<file path="src/rtl/hrt_pkg.sv">
// Shared types and constants for the HTTP request head tokenizer.
// Holds the result record, field tags, status codes and character codes.
// No dependencies.
package hrt_pkg;

   typedef enum logic [2:0] {
      TAG_NONE    = 3'd0,
      TAG_METHOD  = 3'd1,
      TAG_URI     = 3'd2,
      TAG_VERSION = 3'd3,
      TAG_KEY     = 3'd4,
      TAG_VALUE   = 3'd5
   } tag_type;

   typedef enum logic [1:0] {
      ST_PARSING  = 2'd0,
      ST_COMPLETE = 2'd1,
      ST_ERROR    = 2'd2
   } status_type;

   typedef struct packed {
      tag_type    field_tag;
      logic [7:0] out_byte;
      logic       byte_valid;
      logic       field_end;
      logic [7:0] header_index;
      status_type status;
      logic       result_last;
   } rsp_type;

   localparam logic [7:0] CH_NUL   = 8'h00;
   localparam logic [7:0] CH_SPACE = 8'h20;
   localparam logic [7:0] CH_COLON = 8'h3A;
   localparam logic [7:0] CH_CR    = 8'h0D;
   localparam logic [7:0] CH_LF    = 8'h0A;

   localparam logic [3:0] VERSION_BYTES = 4'd8;
   localparam logic [3:0] VLEN_MAX      = 4'd15;
   localparam logic [7:0] HCNT_MAX      = 8'd255;

   localparam int RSP_DEPTH = 4;

endpackage

</file>
<file path="src/rtl/hrt_step.sv">
// Per-byte tokenizer logic and parse state for the HTTP request head tokenizer.
// Produces up to two result records per transfer; depends on hrt_pkg.
module hrt_step (
   input  logic            clock,
   input  logic            reset,
   input  logic            fire,
   input  logic [7:0]      data_byte,
   input  logic            last,
   output logic [1:0]      push_count,
   output hrt_pkg::rsp_type res0,
   output hrt_pkg::rsp_type res1
);
   import hrt_pkg::*;

   typedef enum logic [2:0] {
      PH_METHOD  = 3'd0,
      PH_URI     = 3'd1,
      PH_VERSION = 3'd2,
      PH_LINE    = 3'd3,
      PH_KEY     = 3'd4,
      PH_VALUE   = 3'd5
   } phase_type;

   typedef struct packed {
      logic       put;
      tag_type    tag;
      logic [7:0] data;
      logic       valid;
      logic       fend;
      phase_type  phase;
      logic       cr;
      logic [3:0] vlen;
      status_type outcome;
   } hnd_type;

   phase_type  phase_ff, phase_in;
   logic       cr_ff, cr_in;
   logic [3:0] vlen_ff, vlen_in;
   logic [7:0] hcnt_ff, hcnt_in;
   status_type outcome_ff, outcome_in;

   phase_type  phase_cr;
   logic [3:0] vlen_cr;
   tag_type    tag_cr;
   hnd_type    hnd;
   logic [1:0] count;
   rsp_type    r0, r1;

   function automatic logic [3:0] vinc(logic [3:0] v);
      return (v == VLEN_MAX) ? v : v + 4'd1;
   endfunction

   function automatic rsp_type mk(tag_type t, logic [7:0] d, logic v, logic e,
                                  logic [7:0] idx);
      rsp_type r;
      r.field_tag    = t;
      r.out_byte     = d;
      r.byte_valid   = v;
      r.field_end    = e;
      r.header_index = idx;
      r.status       = ST_PARSING;
      r.result_last  = 1'b0;
      return r;
   endfunction

   function automatic hnd_type handle(phase_type ph, logic [7:0] b, logic [3:0] vl);
      hnd_type h;
      h.put     = 1'b0;
      h.tag     = TAG_NONE;
      h.data    = CH_NUL;
      h.valid   = 1'b0;
      h.fend    = 1'b0;
      h.phase   = ph;
      h.cr      = 1'b0;
      h.vlen    = vl;
      h.outcome = ST_PARSING;
      case (ph)
         PH_METHOD, PH_URI: begin
            h.put = 1'b1;
            if (b == CH_NUL) begin
               h.outcome = ST_ERROR;
            end else if (b == CH_SPACE) begin
               h.tag   = (ph == PH_METHOD) ? TAG_METHOD : TAG_URI;
               h.fend  = 1'b1;
               h.phase = (ph == PH_METHOD) ? PH_URI : PH_VERSION;
            end else begin
               h.tag   = (ph == PH_METHOD) ? TAG_METHOD : TAG_URI;
               h.data  = b;
               h.valid = 1'b1;
            end
         end
         PH_VERSION, PH_VALUE: begin
            if (b == CH_NUL) begin
               h.put     = 1'b1;
               h.outcome = ST_ERROR;
            end else if (b == CH_CR) begin
               h.cr = 1'b1;
            end else begin
               h.put   = 1'b1;
               h.tag   = (ph == PH_VERSION) ? TAG_VERSION : TAG_VALUE;
               h.data  = b;
               h.valid = 1'b1;
               if (ph == PH_VERSION) begin
                  h.vlen = vinc(vl);
               end
            end
         end
         PH_LINE: begin
            if (b == CH_NUL) begin
               h.put     = 1'b1;
               h.outcome = ST_COMPLETE;
            end else if (b == CH_CR) begin
               h.cr = 1'b1;
            end else if (b == CH_COLON) begin
               h.put   = 1'b1;
               h.tag   = TAG_KEY;
               h.fend  = 1'b1;
               h.phase = PH_VALUE;
            end else begin
               h.put   = 1'b1;
               h.tag   = TAG_KEY;
               h.data  = b;
               h.valid = 1'b1;
               h.phase = PH_KEY;
            end
         end
         PH_KEY: begin
            h.put = 1'b1;
            if (b == CH_NUL) begin
               h.outcome = ST_ERROR;
            end else if (b == CH_COLON) begin
               h.tag   = TAG_KEY;
               h.fend  = 1'b1;
               h.phase = PH_VALUE;
            end else begin
               h.tag   = TAG_KEY;
               h.data  = b;
               h.valid = 1'b1;
            end
         end
         default: begin
            h.put     = 1'b1;
            h.outcome = ST_ERROR;
         end
      endcase
      return h;
   endfunction

   // A held CR that turns out to be content moves the parse position first.
   always_comb begin
      case (phase_ff)
         PH_VERSION: begin
            phase_cr = PH_VERSION;
            tag_cr   = TAG_VERSION;
         end
         PH_VALUE: begin
            phase_cr = PH_VALUE;
            tag_cr   = TAG_VALUE;
         end
         default: begin
            phase_cr = PH_KEY;
            tag_cr   = TAG_KEY;
         end
      endcase
      vlen_cr = (phase_ff == PH_VERSION) ? vinc(vlen_ff) : vlen_ff;
      hnd     = handle(cr_ff ? phase_cr : phase_ff, data_byte, cr_ff ? vlen_cr : vlen_ff);
   end

   always_comb begin
      count      = 2'd0;
      r0         = mk(TAG_NONE, CH_NUL, 1'b0, 1'b0, hcnt_ff);
      r1         = r0;
      phase_in   = phase_ff;
      cr_in      = cr_ff;
      vlen_in    = vlen_ff;
      hcnt_in    = hcnt_ff;
      outcome_in = outcome_ff;
      if (outcome_ff != ST_PARSING) begin
         count = 2'd1;
      end else if (cr_ff) begin
         cr_in = 1'b0;
         count = 2'd1;
         if (data_byte == CH_LF) begin
            case (phase_ff)
               PH_VERSION: begin
                  r0 = mk(TAG_VERSION, CH_NUL, 1'b0, 1'b1, hcnt_ff);
                  if (vlen_ff == VERSION_BYTES) begin
                     phase_in = PH_LINE;
                  end else begin
                     outcome_in = ST_ERROR;
                  end
               end
               PH_VALUE: begin
                  r0       = mk(TAG_VALUE, CH_NUL, 1'b0, 1'b1, hcnt_ff);
                  hcnt_in  = (hcnt_ff == HCNT_MAX) ? hcnt_ff : hcnt_ff + 8'd1;
                  phase_in = PH_LINE;
               end
               default: begin
                  outcome_in = ST_COMPLETE;
               end
            endcase
         end else begin
            r0       = mk(tag_cr, CH_CR, 1'b1, 1'b0, hcnt_ff);
            phase_in = phase_cr;
            vlen_in  = vlen_cr;
            if (data_byte == CH_NUL) begin
               outcome_in = ST_ERROR;
            end else begin
               phase_in   = hnd.phase;
               cr_in      = hnd.cr;
               vlen_in    = hnd.vlen;
               outcome_in = hnd.outcome;
               if (hnd.put) begin
                  count = 2'd2;
                  r1    = mk(hnd.tag, hnd.data, hnd.valid, hnd.fend, hcnt_ff);
               end
            end
         end
      end else begin
         phase_in   = hnd.phase;
         cr_in      = hnd.cr;
         vlen_in    = hnd.vlen;
         outcome_in = hnd.outcome;
         count      = hnd.put ? 2'd1 : 2'd0;
         r0         = mk(hnd.tag, hnd.data, hnd.valid, hnd.fend, hcnt_ff);
      end
      if (last) begin
         if (outcome_in == ST_PARSING) begin
            outcome_in = (phase_in == PH_LINE && !cr_in) ? ST_COMPLETE : ST_ERROR;
         end
         if (count == 2'd0) begin
            count = 2'd1;
         end
      end
      r0.status      = outcome_in;
      r1.status      = outcome_in;
      r0.result_last = (count == 2'd1);
      r1.result_last = 1'b1;
   end

   assign push_count = fire ? count : 2'd0;
   assign res0       = r0;
   assign res1       = r1;

   always_ff @(posedge clock) begin
      if (reset || (fire && last)) begin
         phase_ff   <= PH_METHOD;
         cr_ff      <= 1'b0;
         vlen_ff    <= 4'd0;
         hcnt_ff    <= 8'd0;
         outcome_ff <= ST_PARSING;
      end else if (fire) begin
         phase_ff   <= phase_in;
         cr_ff      <= cr_in;
         vlen_ff    <= vlen_in;
         hcnt_ff    <= hcnt_in;
         outcome_ff <= outcome_in;
      end
   end

   a_pair_order: assert property (@(posedge clock) disable iff (reset)
      push_count == 2'd2 |-> !res0.result_last && res1.result_last
                             && res0.status == res1.status)
      else $error("two-result transfer has inconsistent last or status");

   a_pair_first_is_cr: assert property (@(posedge clock) disable iff (reset)
      push_count == 2'd2 |-> res0.byte_valid && res0.out_byte == CH_CR)
      else $error("first of two results is not a released CR");

   a_last_gives_result: assert property (@(posedge clock) disable iff (reset)
      fire && last |-> push_count != 2'd0 && res0.status != ST_PARSING)
      else $error("final byte gave no closing result");

   a_restart: assert property (@(posedge clock) disable iff (reset)
      fire && last |=> phase_ff == PH_METHOD && !cr_ff && hcnt_ff == 8'd0
                       && outcome_ff == ST_PARSING)
      else $error("parser did not restart after final byte");

endmodule

</file>
<file path="src/rtl/hrt_rsp_fifo.sv">
// Result queue of the HTTP request head tokenizer: takes up to two records
// per cycle and hands out one per transfer. Depends on hrt_pkg.
module hrt_rsp_fifo (
   input  logic             clock,
   input  logic             reset,
   input  logic [1:0]       push_count,
   input  hrt_pkg::rsp_type din0,
   input  hrt_pkg::rsp_type din1,
   output logic             room,
   output logic             rsp_valid,
   input  logic             rsp_stall,
   output hrt_pkg::rsp_type dout
);
   import hrt_pkg::*;

   localparam int PTR_W = $clog2(RSP_DEPTH);
   localparam int CNT_W = $clog2(RSP_DEPTH + 1);
   localparam logic [CNT_W-1:0] ROOM_MAX = CNT_W'(RSP_DEPTH - 2);
   localparam logic [CNT_W-1:0] DEPTH_C  = CNT_W'(RSP_DEPTH);

   rsp_type             entries_ff [RSP_DEPTH];
   logic [PTR_W-1:0]    wptr_ff, wptr_in;
   logic [PTR_W-1:0]    rptr_ff, rptr_in;
   logic [CNT_W-1:0]    count_ff, count_in;
   logic                pop;

   assign rsp_valid = (count_ff != '0);
   assign dout      = entries_ff[rptr_ff];
   assign pop       = rsp_valid && !rsp_stall;
   assign room      = (count_ff <= ROOM_MAX);

   always_comb begin
      wptr_in  = wptr_ff + PTR_W'(push_count);
      rptr_in  = rptr_ff + PTR_W'(pop);
      count_in = count_ff + CNT_W'(push_count) - CNT_W'(pop);
   end

   always_ff @(posedge clock) begin
      if (push_count != 2'd0) begin
         entries_ff[wptr_ff] <= din0;
      end
      if (push_count == 2'd2) begin
         entries_ff[wptr_ff + PTR_W'(1)] <= din1;
      end
   end

   always_ff @(posedge clock) begin
      if (reset) begin
         wptr_ff  <= '0;
         rptr_ff  <= '0;
         count_ff <= '0;
      end else begin
         wptr_ff  <= wptr_in;
         rptr_ff  <= rptr_in;
         count_ff <= count_in;
      end
   end

   a_no_overflow: assert property (@(posedge clock) disable iff (reset)
      count_ff <= DEPTH_C)
      else $error("result queue overflow");

   a_push_with_room: assert property (@(posedge clock) disable iff (reset)
      push_count != 2'd0 |-> room)
      else $error("results pushed without room");

   a_count_tracks: assert property (@(posedge clock) disable iff (reset)
      push_count == 2'd0 && !pop |=> $stable(count_ff))
      else $error("queue count changed without a push or transfer");

endmodule

</file>
<file path="src/rtl/http_request_head_tokenizer.sv">
// HTTP request head tokenizer, top level: input register, tokenizer step, result queue.
// An accepted byte is held in the input register; its results are written into the
// result queue and offered from its head.
// Throughput: one byte per cycle while the result queue has room; a byte that releases a held
// CR gives two results, which the output side takes one per transfer.
// Reset: synchronous, active high; clears the parse state and empties the queue.
// Depends on hrt_pkg, hrt_step and hrt_rsp_fifo.
module http_request_head_tokenizer (
   input  logic       clock,
   input  logic       reset,
   input  logic       req_valid,
   output logic       req_stall,
   input  logic [7:0] req_data_byte,
   input  logic       req_last,
   output logic       rsp_valid,
   input  logic       rsp_stall,
   output logic [2:0] rsp_field_tag,
   output logic [7:0] rsp_out_byte,
   output logic       rsp_byte_valid,
   output logic       rsp_field_end,
   output logic [7:0] rsp_header_index,
   output logic [1:0] rsp_status,
   output logic       rsp_result_last
);
   import hrt_pkg::*;

   logic       in_valid_ff, in_valid_in;
   logic [7:0] in_byte_ff;
   logic       in_last_ff;
   logic       accept;
   logic       fire;
   logic       room;
   logic [1:0] push_count;
   rsp_type    res0, res1, dout;

   assign fire      = in_valid_ff && room;
   assign req_stall = in_valid_ff && !room;
   assign accept    = req_valid && !req_stall;

   always_comb begin
      in_valid_in = in_valid_ff;
      if (accept) begin
         in_valid_in = 1'b1;
      end else if (fire) begin
         in_valid_in = 1'b0;
      end
   end

   always_ff @(posedge clock) begin
      if (reset) begin
         in_valid_ff <= 1'b0;
      end else begin
         in_valid_ff <= in_valid_in;
      end
   end

   always_ff @(posedge clock) begin
      if (accept) begin
         in_byte_ff <= req_data_byte;
         in_last_ff <= req_last;
      end
   end

   hrt_step u_step (
      .clock      (clock),
      .reset      (reset),
      .fire       (fire),
      .data_byte  (in_byte_ff),
      .last       (in_last_ff),
      .push_count (push_count),
      .res0       (res0),
      .res1       (res1)
   );

   hrt_rsp_fifo u_fifo (
      .clock      (clock),
      .reset      (reset),
      .push_count (push_count),
      .din0       (res0),
      .din1       (res1),
      .room       (room),
      .rsp_valid  (rsp_valid),
      .rsp_stall  (rsp_stall),
      .dout       (dout)
   );

   assign rsp_field_tag    = dout.field_tag;
   assign rsp_out_byte     = dout.out_byte;
   assign rsp_byte_valid   = dout.byte_valid;
   assign rsp_field_end    = dout.field_end;
   assign rsp_header_index = dout.header_index;
   assign rsp_status       = dout.status;
   assign rsp_result_last  = dout.result_last;

endmodule

</file>
<file path="config.mk">
export PLATFORM = sky130hd
export DESIGN_NAME = http_request_head_tokenizer
export DESIGN_NICKNAME = d
export VERILOG_FILES = /design/src/rtl/hrt_pkg.sv /design/src/rtl/hrt_step.sv /design/src/rtl/hrt_rsp_fifo.sv /design/src/rtl/http_request_head_tokenizer.sv
export SDC_FILE = /design/constraint.sdc
export NUM_CORES = 1
export LEC_CHECK = 0
export BUFFER_PORTS_ARGS = -buffer_cell sky130_fd_sc_hd__buf_4
export CAP_MARGIN = 30
export CORE_MARGIN = 2
export CORE_UTILIZATION = 60
export CTS_CLUSTER_DIAMETER = 100
export DETAILED_ROUTE_END_ITERATION = 12
export GPL_ROUTABILITY_DRIVEN = 0
export GPL_TIMING_DRIVEN = 1
export PLACE_DENSITY = 0.79
export SETUP_SLACK_MARGIN = 0.05
export SLEW_MARGIN = 20
export SYNTH_ARGS = -nofsm -noshare
export SYNTH_HDL_FRONTEND = slang
export SYNTH_SLANG_ARGS = --single-unit
</file>
<file path="constraint.sdc">
create_clock -name clock -period 4.5 [get_ports clock]
set_input_delay 0 -clock clock [delete_from_list [all_inputs] [get_ports clock]]
set_output_delay 0 -clock clock [all_outputs]
set_load 0.1 [all_outputs]
</file>
==> key figures, run 1 <==
Run status
  • Outcome: finished clean

Floorplanning
  • Core Area: 11400 um2
  • Die span in x: 112 um
  • Die area: 12600 um2
  • Number of top-level pins: 39
  • Rows: 39
  • Initial Util: 0.615
  • Die Span Y: 112 um

Critical path
  • CP endpoint: u_fifo.entries_ff[0][18]$_DFFE_PP_
  • Register-to-Register Path Depth: 7
  • Worst Path Max Fanout: 25
  • Worst setup startpoint: u_step.phase_ff[2]$_SDFFE_PP0P_
  • CP arrival: 3.70 ns
  • Required @ worst endpoint: 4.67 ns
  • Crit. End Element: flip-flop
  • Crit Reg-Reg Startpoint: u_step.phase_ff[2]$_SDFFE_PP0P_
  • CP startpoint kind: flip-flop
  • R2r endpoint: u_fifo.entries_ff[0][18]$_DFFE_PP_
  • Crit path kind: reg2reg
  • Worst R2R Setup Slack: 0.97 ns

Cells and area
  • Fillers: 786
  • Antenna cells: 0
  • Layout area overhead: 15.0%
  • Nets: 696
  • Design Area, Final: 8080 um2
  • Layout cell share with drive strength beyond 1: 0.173

Logic synthesis
  • XOR/XNOR Fraction of Synth Area: 0.0175
  • Synth Instances: 631
  • Net Count, Synth: 654
  • Post-synth EDFFs: 101
  • Adder-Cell Fraction of Synth Area: 0.0189
  • Warnings from Yosys: 0
  • Mux contribution to synthesized area: 0.0889
  • Top-count cell post-synth: edfxtp_1
  • Synthesized area per cell: 11.1 um2
  • Async set-or-reset flop fraction in the synthesized netlist: 0
  • Synth area leaders: edfxtp_1 43%, dfxtp_1 8.5%, mux4_2 7.7%, nor2_1 3.6%, nor2b_1 2.9%
  • Post-Synth Simple-Gate Area: 0.171
  • Largest family of logic cells by synthesized area: simple AND/OR/NAND/NOR gates
  • Synth unique cells: 83
  • Commonest cells post-synth: 101 x edfxtp_1, 67 x nor2_1, 40 x a21oi_1
  • Yosys top cell area share: 0.432
  • Synth Area in Compound Gates: 0.155
  • Synth Register Bits: 131
  • Synthesized cell area: 7030 um2
  • Cell type with the largest total area after synthesis: edfxtp_1
  • Dominant synthesized flop cell: edfxtp_1
  • Sequential-to-total area share from yosys stat: 0.517

Route
  • DRT Wirelength: 17.5 mm
  • DRT Pass-1 Iters: 5
  • WL/cell: 21.1 um
  • Post-DRT Antenna Nets: 0
  • DRC violations left: 0
  • Initial DRC count: 633
  • Vias per std cell: 6.68
  • Via count: 5536

Global route
  • Initial antenna violation count: 0
  • Met2 Track Usage GR: 0.483
  • Top Usage Layer GRT: met2
  • Total gr overflow: 0
  • First-pass GRT wire length: 28.0 mm
  • Vias in the first global route: 5409
  • Global Route Usage Sum: 0.288
  • Grt met3 use: 0.0724
  • Pin count of the biggest net entering global routing: 33
  • Met1 Resource Use GR: 0.362

Timing
  • Worst Slack Setup Final: 0.967 ns
  • Crit path time final: 3.53 ns
  • Setup TNS: 0 ns
  • Peak Freq: 283 MHz
  • Fin Hold WS: 0.117 ns
  • Clk_skew: 0.0138 ns
  • RSZ-0062 raised after global routing: no
  • Worst slew pin tran: 0.957 ns
  • Final Hold Violating Endpoints: 0
  • Slew margin rel.: 0.359
  • Slew Limit Fails: 0
  • Fin crit share: 0.785
  • Final setup viols: 0

Clock network
  • Clk buf depth: 2
  • Worst-skew pair later-pin latency: 0.42 ns
  • Clock sinks: 131
  • Clock Tree Root: clkbuf_16
  • Postcts setup bufs: 0
  • CTS tree: yes
  • H-tree Lvls: 4
  • CTS Buf Count: 17
  • Clock slew at reported path FFs: 0.05 ns

Power
  • Worst vdd ir: 0.571 mV
  • Leak Pwr: 2.73 nW
  • Power Density: 527 nW/um2
  • Total Power: 4.26 mW

Placed design
  • Pre-CTS WS: 1.10 ns
  • Post-DP Area: 7400 um2
  • # port buffers: 38
  • HPWL after DPL: 12.1 mm

Hold path
  • Hold path depth: 4
  • Hold Path Class: in2reg

Run
  • MaxCap Viol Count: 0
==> timing repair <==
item / 4_1_cts / 5_1_grt
endpoints found under the hold margin: 17 / 0
gates resized for setup: 0 / 0
hold buffers: 12 / 0
==> registers in the layout, summed over array words and instances, names as in the netlist <==
signal and cells:
in_byte_ff 8, in_last_ff 1, in_valid_ff 1, u_fifo.count_ff 3
u_fifo.entries_ff 96, u_fifo.rptr_ff 2, u_fifo.wptr_ff 2, u_step.cr_ff 1
u_step.hcnt_ff 8, u_step.outcome_ff 2, u_step.phase_ff 3, u_step.vlen_ff 4
==> report_power, final <==
part | leakage (nW) | internal [mW] | switching [mW] | total (mW)
combinational | 1.30 | 0.437 | 1.10 | 1.54
sequential | 1.19 | 1.39 | 0.101 | 1.49
clock | 0.243 | 0.748 | 0.481 | 1.23
==> layout by cell type (no fill, tap or decap), drive strengths merged, types with 12 or more instances in the layout <==
| cell type | netlist | final |
|---|---|---|
| dfxtp | 30 | 30 |
| nand3 | 19 | 19 |
| o22ai | 20 | 20 |
| nor2b | 33 | 33 |
| nor3 | 16 | 16 |
| inv | 19 | 19 |
| dlygate4sd3 | 0 | 12 |
| clkbuf | 22 | 21 |
| nand2 | 39 | 39 |
| buf | 14 | 47 |
| and2 | 12 | 12 |
| o21ai | 24 | 24 |
| edfxtp | 101 | 101 |
| nor2 | 68 | 68 |
| mux4 | 24 | 24 |
| a21oi | 40 | 40 |
==> area by class of cell <==
class	instances	area (um2)	share of cell area
tap	143	179	0.0221
inverter	19	71.3	0.00883
sequential	131	3630	0.450
clock inverter	11	88.8	0.0110
multi-input combinational	445	3170	0.393
clock buffer	21	440	0.0545
timing repair buffer	59	493	0.0610
==> cell families after synthesis <==
kind of cell,count (synthesis)
compound gates,159
mux,32
simple gates,230
xor+xnor,14
buf+inv,55
flops,131
fa+ha+maj,10
==> through the flow <==
| step | utilization | cells |
|---|---|---|
| floorplan | - | 631 |
| global placement | 0.648 | 784 |
| CTS | 0.705 | 828 |
| global route | 0.708 | 829 |
| detailed placement | 0.648 | 784 |
| finish | 0.708 | 829 |
==> per-layer routing <==
| metal | share of wire | up-vias |
|---|---|---|
| met5 | 0 | - |
| met4 | 0.034 | 0 |
| met3 | 0.097 | 66 |
| met2 | 0.49 | 367 |
| met1 | 0.38 | 2611 |
| li1 | - | 2492 |
==> worst min-delay path by stage <==
stage                           startpoint                           end  slack (ns)
final                            rsp_stall  u_fifo.rptr_ff[0]$_SDFF_PP0_        0.12
after global routing             rsp_stall  u_fifo.rptr_ff[1]$_SDFF_PP0_        0.14
after CTS                        rsp_stall  u_fifo.rptr_ff[0]$_SDFF_PP0_        0.11
after detailed placement  req_data_byte[3]       in_byte_ff[3]$_DFFE_PP_        0.18
after global placement    req_data_byte[3]       in_byte_ff[3]$_DFFE_PP_        0.18
after floorplan           req_data_byte[0]       in_byte_ff[0]$_DFFE_PP_         0.1
==> worst max-delay path, cell delays in order, from the launching register on <==
cell and delay [ns]:
dfxtp_1 0.82, nand3b_1 0.30, o21a_1 0.22, o2111ai_2 0.36
a21oi_1 0.23, nor2_1 0.60, inv_1 0.43, buf_4 0.32
No activity file was read; power rests on OpenSTA's default activity.
==> run 2, diff against run 1 <==
--- a/config.mk
+++ b/config.mk
@@ -8,12 +8,12 @@
 export BUFFER_PORTS_ARGS = -buffer_cell sky130_fd_sc_hd__buf_4
 export CAP_MARGIN = 30
 export CORE_MARGIN = 2
-export CORE_UTILIZATION = 60
+export CORE_UTILIZATION = 55
 export CTS_CLUSTER_DIAMETER = 100
 export DETAILED_ROUTE_END_ITERATION = 12
 export GPL_ROUTABILITY_DRIVEN = 0
 export GPL_TIMING_DRIVEN = 1
-export PLACE_DENSITY = 0.79
+export PLACE_DENSITY = 0.76
 export SETUP_SLACK_MARGIN = 0.05
 export SLEW_MARGIN = 20
 export SYNTH_ARGS = -nofsm -noshare
==> constraint.sdc (replaced) <==
create_clock -name clock -period 3 [get_ports clock]
set_input_delay 0 -clock clock [delete_from_list [all_inputs] [get_ports clock]]
set_output_delay 0 -clock clock [all_outputs]
set_load 0.1 [all_outputs]
==> run 2 against run 1 <==
Compared with the run above: fmax increased by 23%; power increased by 55%; global-route usage decreased by 0.24 points; critical path depth increased by 4; non-clock buffer count increased by 49; count of clock-buffer cells in the layout decreased by 1; utilization decreased by 2.7 points; worst hold slack improved by 0.021 ns; critical endpoint is now u_fifo.count_ff[2]$_SDFF_PP0_; largest cell class unchanged.
==> key figures, run 2 (synthesized netlist as in run 1, its figures left out) <==
Run status
  • Outcome: finished clean

Hold path
  • Hold path depth: 4
  • Hold path startpoint: rsp_stall
  • Sink of the worst hold path: u_fifo.rptr_ff[0]$_SDFF_PP0_
  • Hold Path Class: in2reg

Global route
  • Met2 Track Usage GR: 0.477
  • Met1 Resource Use GR: 0.368
  • Vias in the first global route: 5484
  • Pin count of the biggest net entering global routing: 33
  • Top Usage Layer GRT: met2
  • Initial antenna violation count: 0
  • Total gr overflow: 0
  • First-pass GRT wire length: 29.2 mm
  • Grt met3 use: 0.0644
  • Global Route Usage Sum: 0.286

Clock network
  • CTS tree: yes
  • H-tree Lvls: 4
  • Clock sinks: 131
  • Clock slew at reported path FFs: 0.06 ns
  • Clock Tree Root: clkbuf_16
  • CTS Buf Count: 17
  • Clk buf depth: 2
  • Worst-skew pair later-pin latency: 0.43 ns

Cells and area
  • Leading cell type in the layout, fill and taps excluded: edfxtp_1
  • Nets: 745
  • Top Registers: u_fifo.entries_ff (96), in_byte_ff (8), u_step.hcnt_ff (8)
  • Antenna cells: 0
  • Max reg flops: 96
  • Layout Utilization: 0.681
  • Layout cell share with drive strength beyond 1: 0.242
  • Most frequent cells in the layout: 101 x edfxtp_1, 93 x buf_4, 66 x nor2_1, 40 x a21oi_1, 38 x nand2_1
  • Design Area, Final: 8550 um2
  • Layout area overhead: 21.7%
  • Largest Register: u_fifo.entries_ff

Power
  • Sw Pwr: 2.63 mW
  • Leak Pwr: 3.01 nW
  • Sw Ratio: 0.400
  • Sequential share of power: 0.330
  • Worst vdd ir: 0.395 mV
  • Int Pwr: 3.96 mW
  • Clock power frac: 0.298
  • Logic pwr share: 0.372
  • Power Density: 770 nW/um2

Timing
  • RSZ-0062 raised after global routing: no
  • Final Hold Violating Endpoints: 0
  • Slew Limit Fails: 0
  • Worst slew pin tran: 0.800 ns
  • Clk_skew: 0.0106 ns
  • Fin Hold WS: 0.138 ns
  • Slew margin rel.: 0.464
  • Crit path time final: 2.88 ns
  • Peak Freq: 347 MHz
  • Fin crit share: 0.961
  • Final setup viols: 0
  • Setup TNS: 0 ns

Critical path
  • CP startpoint kind: flip-flop
  • Worst R2R Setup Slack: 0.12 ns
  • Crit path kind: reg2reg
  • Crit Reg-Reg Startpoint: in_byte_ff[4]$_DFFE_PP_
  • Worst Path Max Fanout: 5
  • Crit. End Element: flip-flop
  • Required @ worst endpoint: 3.31 ns
  • Register-to-Register Path Depth: 11
  • R2r endpoint: u_fifo.count_ff[2]$_SDFF_PP0_
  • CP arrival: 3.19 ns

Route
  • DRC violations left: 0
  • Post-DRT Antenna Nets: 0
  • DRT Wirelength: 18.5 mm
  • WL/cell: 20.4 um
  • Via count: 5737
  • Vias per std cell: 6.33
  • Initial DRC count: 828
  • DRT Pass-1 Iters: 6

Floorplanning
  • Rows: 41
  • Die area: 13700 um2
  • Core Area: 12600 um2
  • Die Span Y: 117 um
  • Number of top-level pins: 39
  • Die span in x: 117 um
  • Initial Util: 0.559

Run
  • MaxCap Viol Count: 0

Placed design
  • Post-DP Area: 7770 um2
  • HPWL after DPL: 12.6 mm
  • # port buffers: 38
==> run 2: changes by cell type in the layout (fill, tap and decap cells not counted), moves of 2 or more <==
cell,before,now
buf_12,0,3
buf_4,46,93
clkbuf_1,4,2
clkinv_1,4,1
clkinv_2,1,3
clkinv_4,1,3
clkinvlp_4,4,2
inv_6,0,2
==> run 2: final cells by class <==
cell class | count | area [um2]
Fill cell | 933 | 4010
Tap cell | 172 | 215
Clock buffer | 20 | 447
Timing Repair Buffer | 108 | 878
Sequential cell | 131 | 3630
Inverter | 19 | 71.3
Clock inverter | 12 | 108
Multi-Input combinational cell | 445 | 3200
==> run 2: per-layer routing <==
metal  up-vias  part of all wire
met5         -                 0
met4         0             0.029
met3        69             0.090
met2       357              0.49
met1      2716              0.39
li1       2595                 -
==> run 2: how the worst max path moves through the flow <==
stage,slack [ns],cells after the start,startpoint,end
floorplan,0.14,12,in_byte_ff[5]$_DFFE_PP_,u_fifo.count_ff[2]$_SDFF_PP0_
global placement,0.19,11,u_step.phase_ff[0]$_SDFFE_PP0P_,u_fifo.count_ff[2]$_SDFF_PP0_
detailed placement,0.05,11,u_step.phase_ff[0]$_SDFFE_PP0P_,u_fifo.count_ff[2]$_SDFF_PP0_
CTS,0.07,11,in_byte_ff[5]$_DFFE_PP_,u_fifo.count_ff[2]$_SDFF_PP0_
global route,0.02,11,in_byte_ff[4]$_DFFE_PP_,u_fifo.count_ff[2]$_SDFF_PP0_
finish,0.12,11,in_byte_ff[4]$_DFFE_PP_,u_fifo.count_ff[2]$_SDFF_PP0_
==> run 2: timing repair <==
item,in CTS,in global routing
hold buffers,12,0
resized for setup,2,5
buffers inserted,2,9
endpoints found under the hold margin,17,0
gates cloned,0,0
endpoints found under the setup margin,1,1
pin swaps,0,1
==> run 2: worst max-delay path, cell delays in order, from the launching register on <==
cell,delay [ns]
edfxtp_1,0.46
or4_4,0.56
nor2_2,0.14
a31o_2,0.23
a311o_1,0.17
ha_1,0.13
inv_1,0.04
ha_1,0.20
fa_1,0.39
xor2_1,0.23
xnor2_1,0.15
nor2_1,0.06
==> run 2: power by group through the flow <==
stage               Clock [mW]  Sequential, mW  Combinational [mW]
floorplan                    0            2.16                1.91
global route              2.06            2.19                2.56
finish                    1.96            2.18                2.45
detailed placement           0            2.21                2.40
global placement             0            2.20                2.38
CTS                       1.97            2.17                2.43
==> run 2: stage by stage <==
stage	instances	power, mW	setup slack [ns]
after global routing	907	6.81	0.0172
after global placement	852	4.58	0.189
after CTS	898	6.57	0.0738
final	907	6.59	0.116
after detailed placement	852	4.61	0.0484
after floorplan	631	4.07	0.143
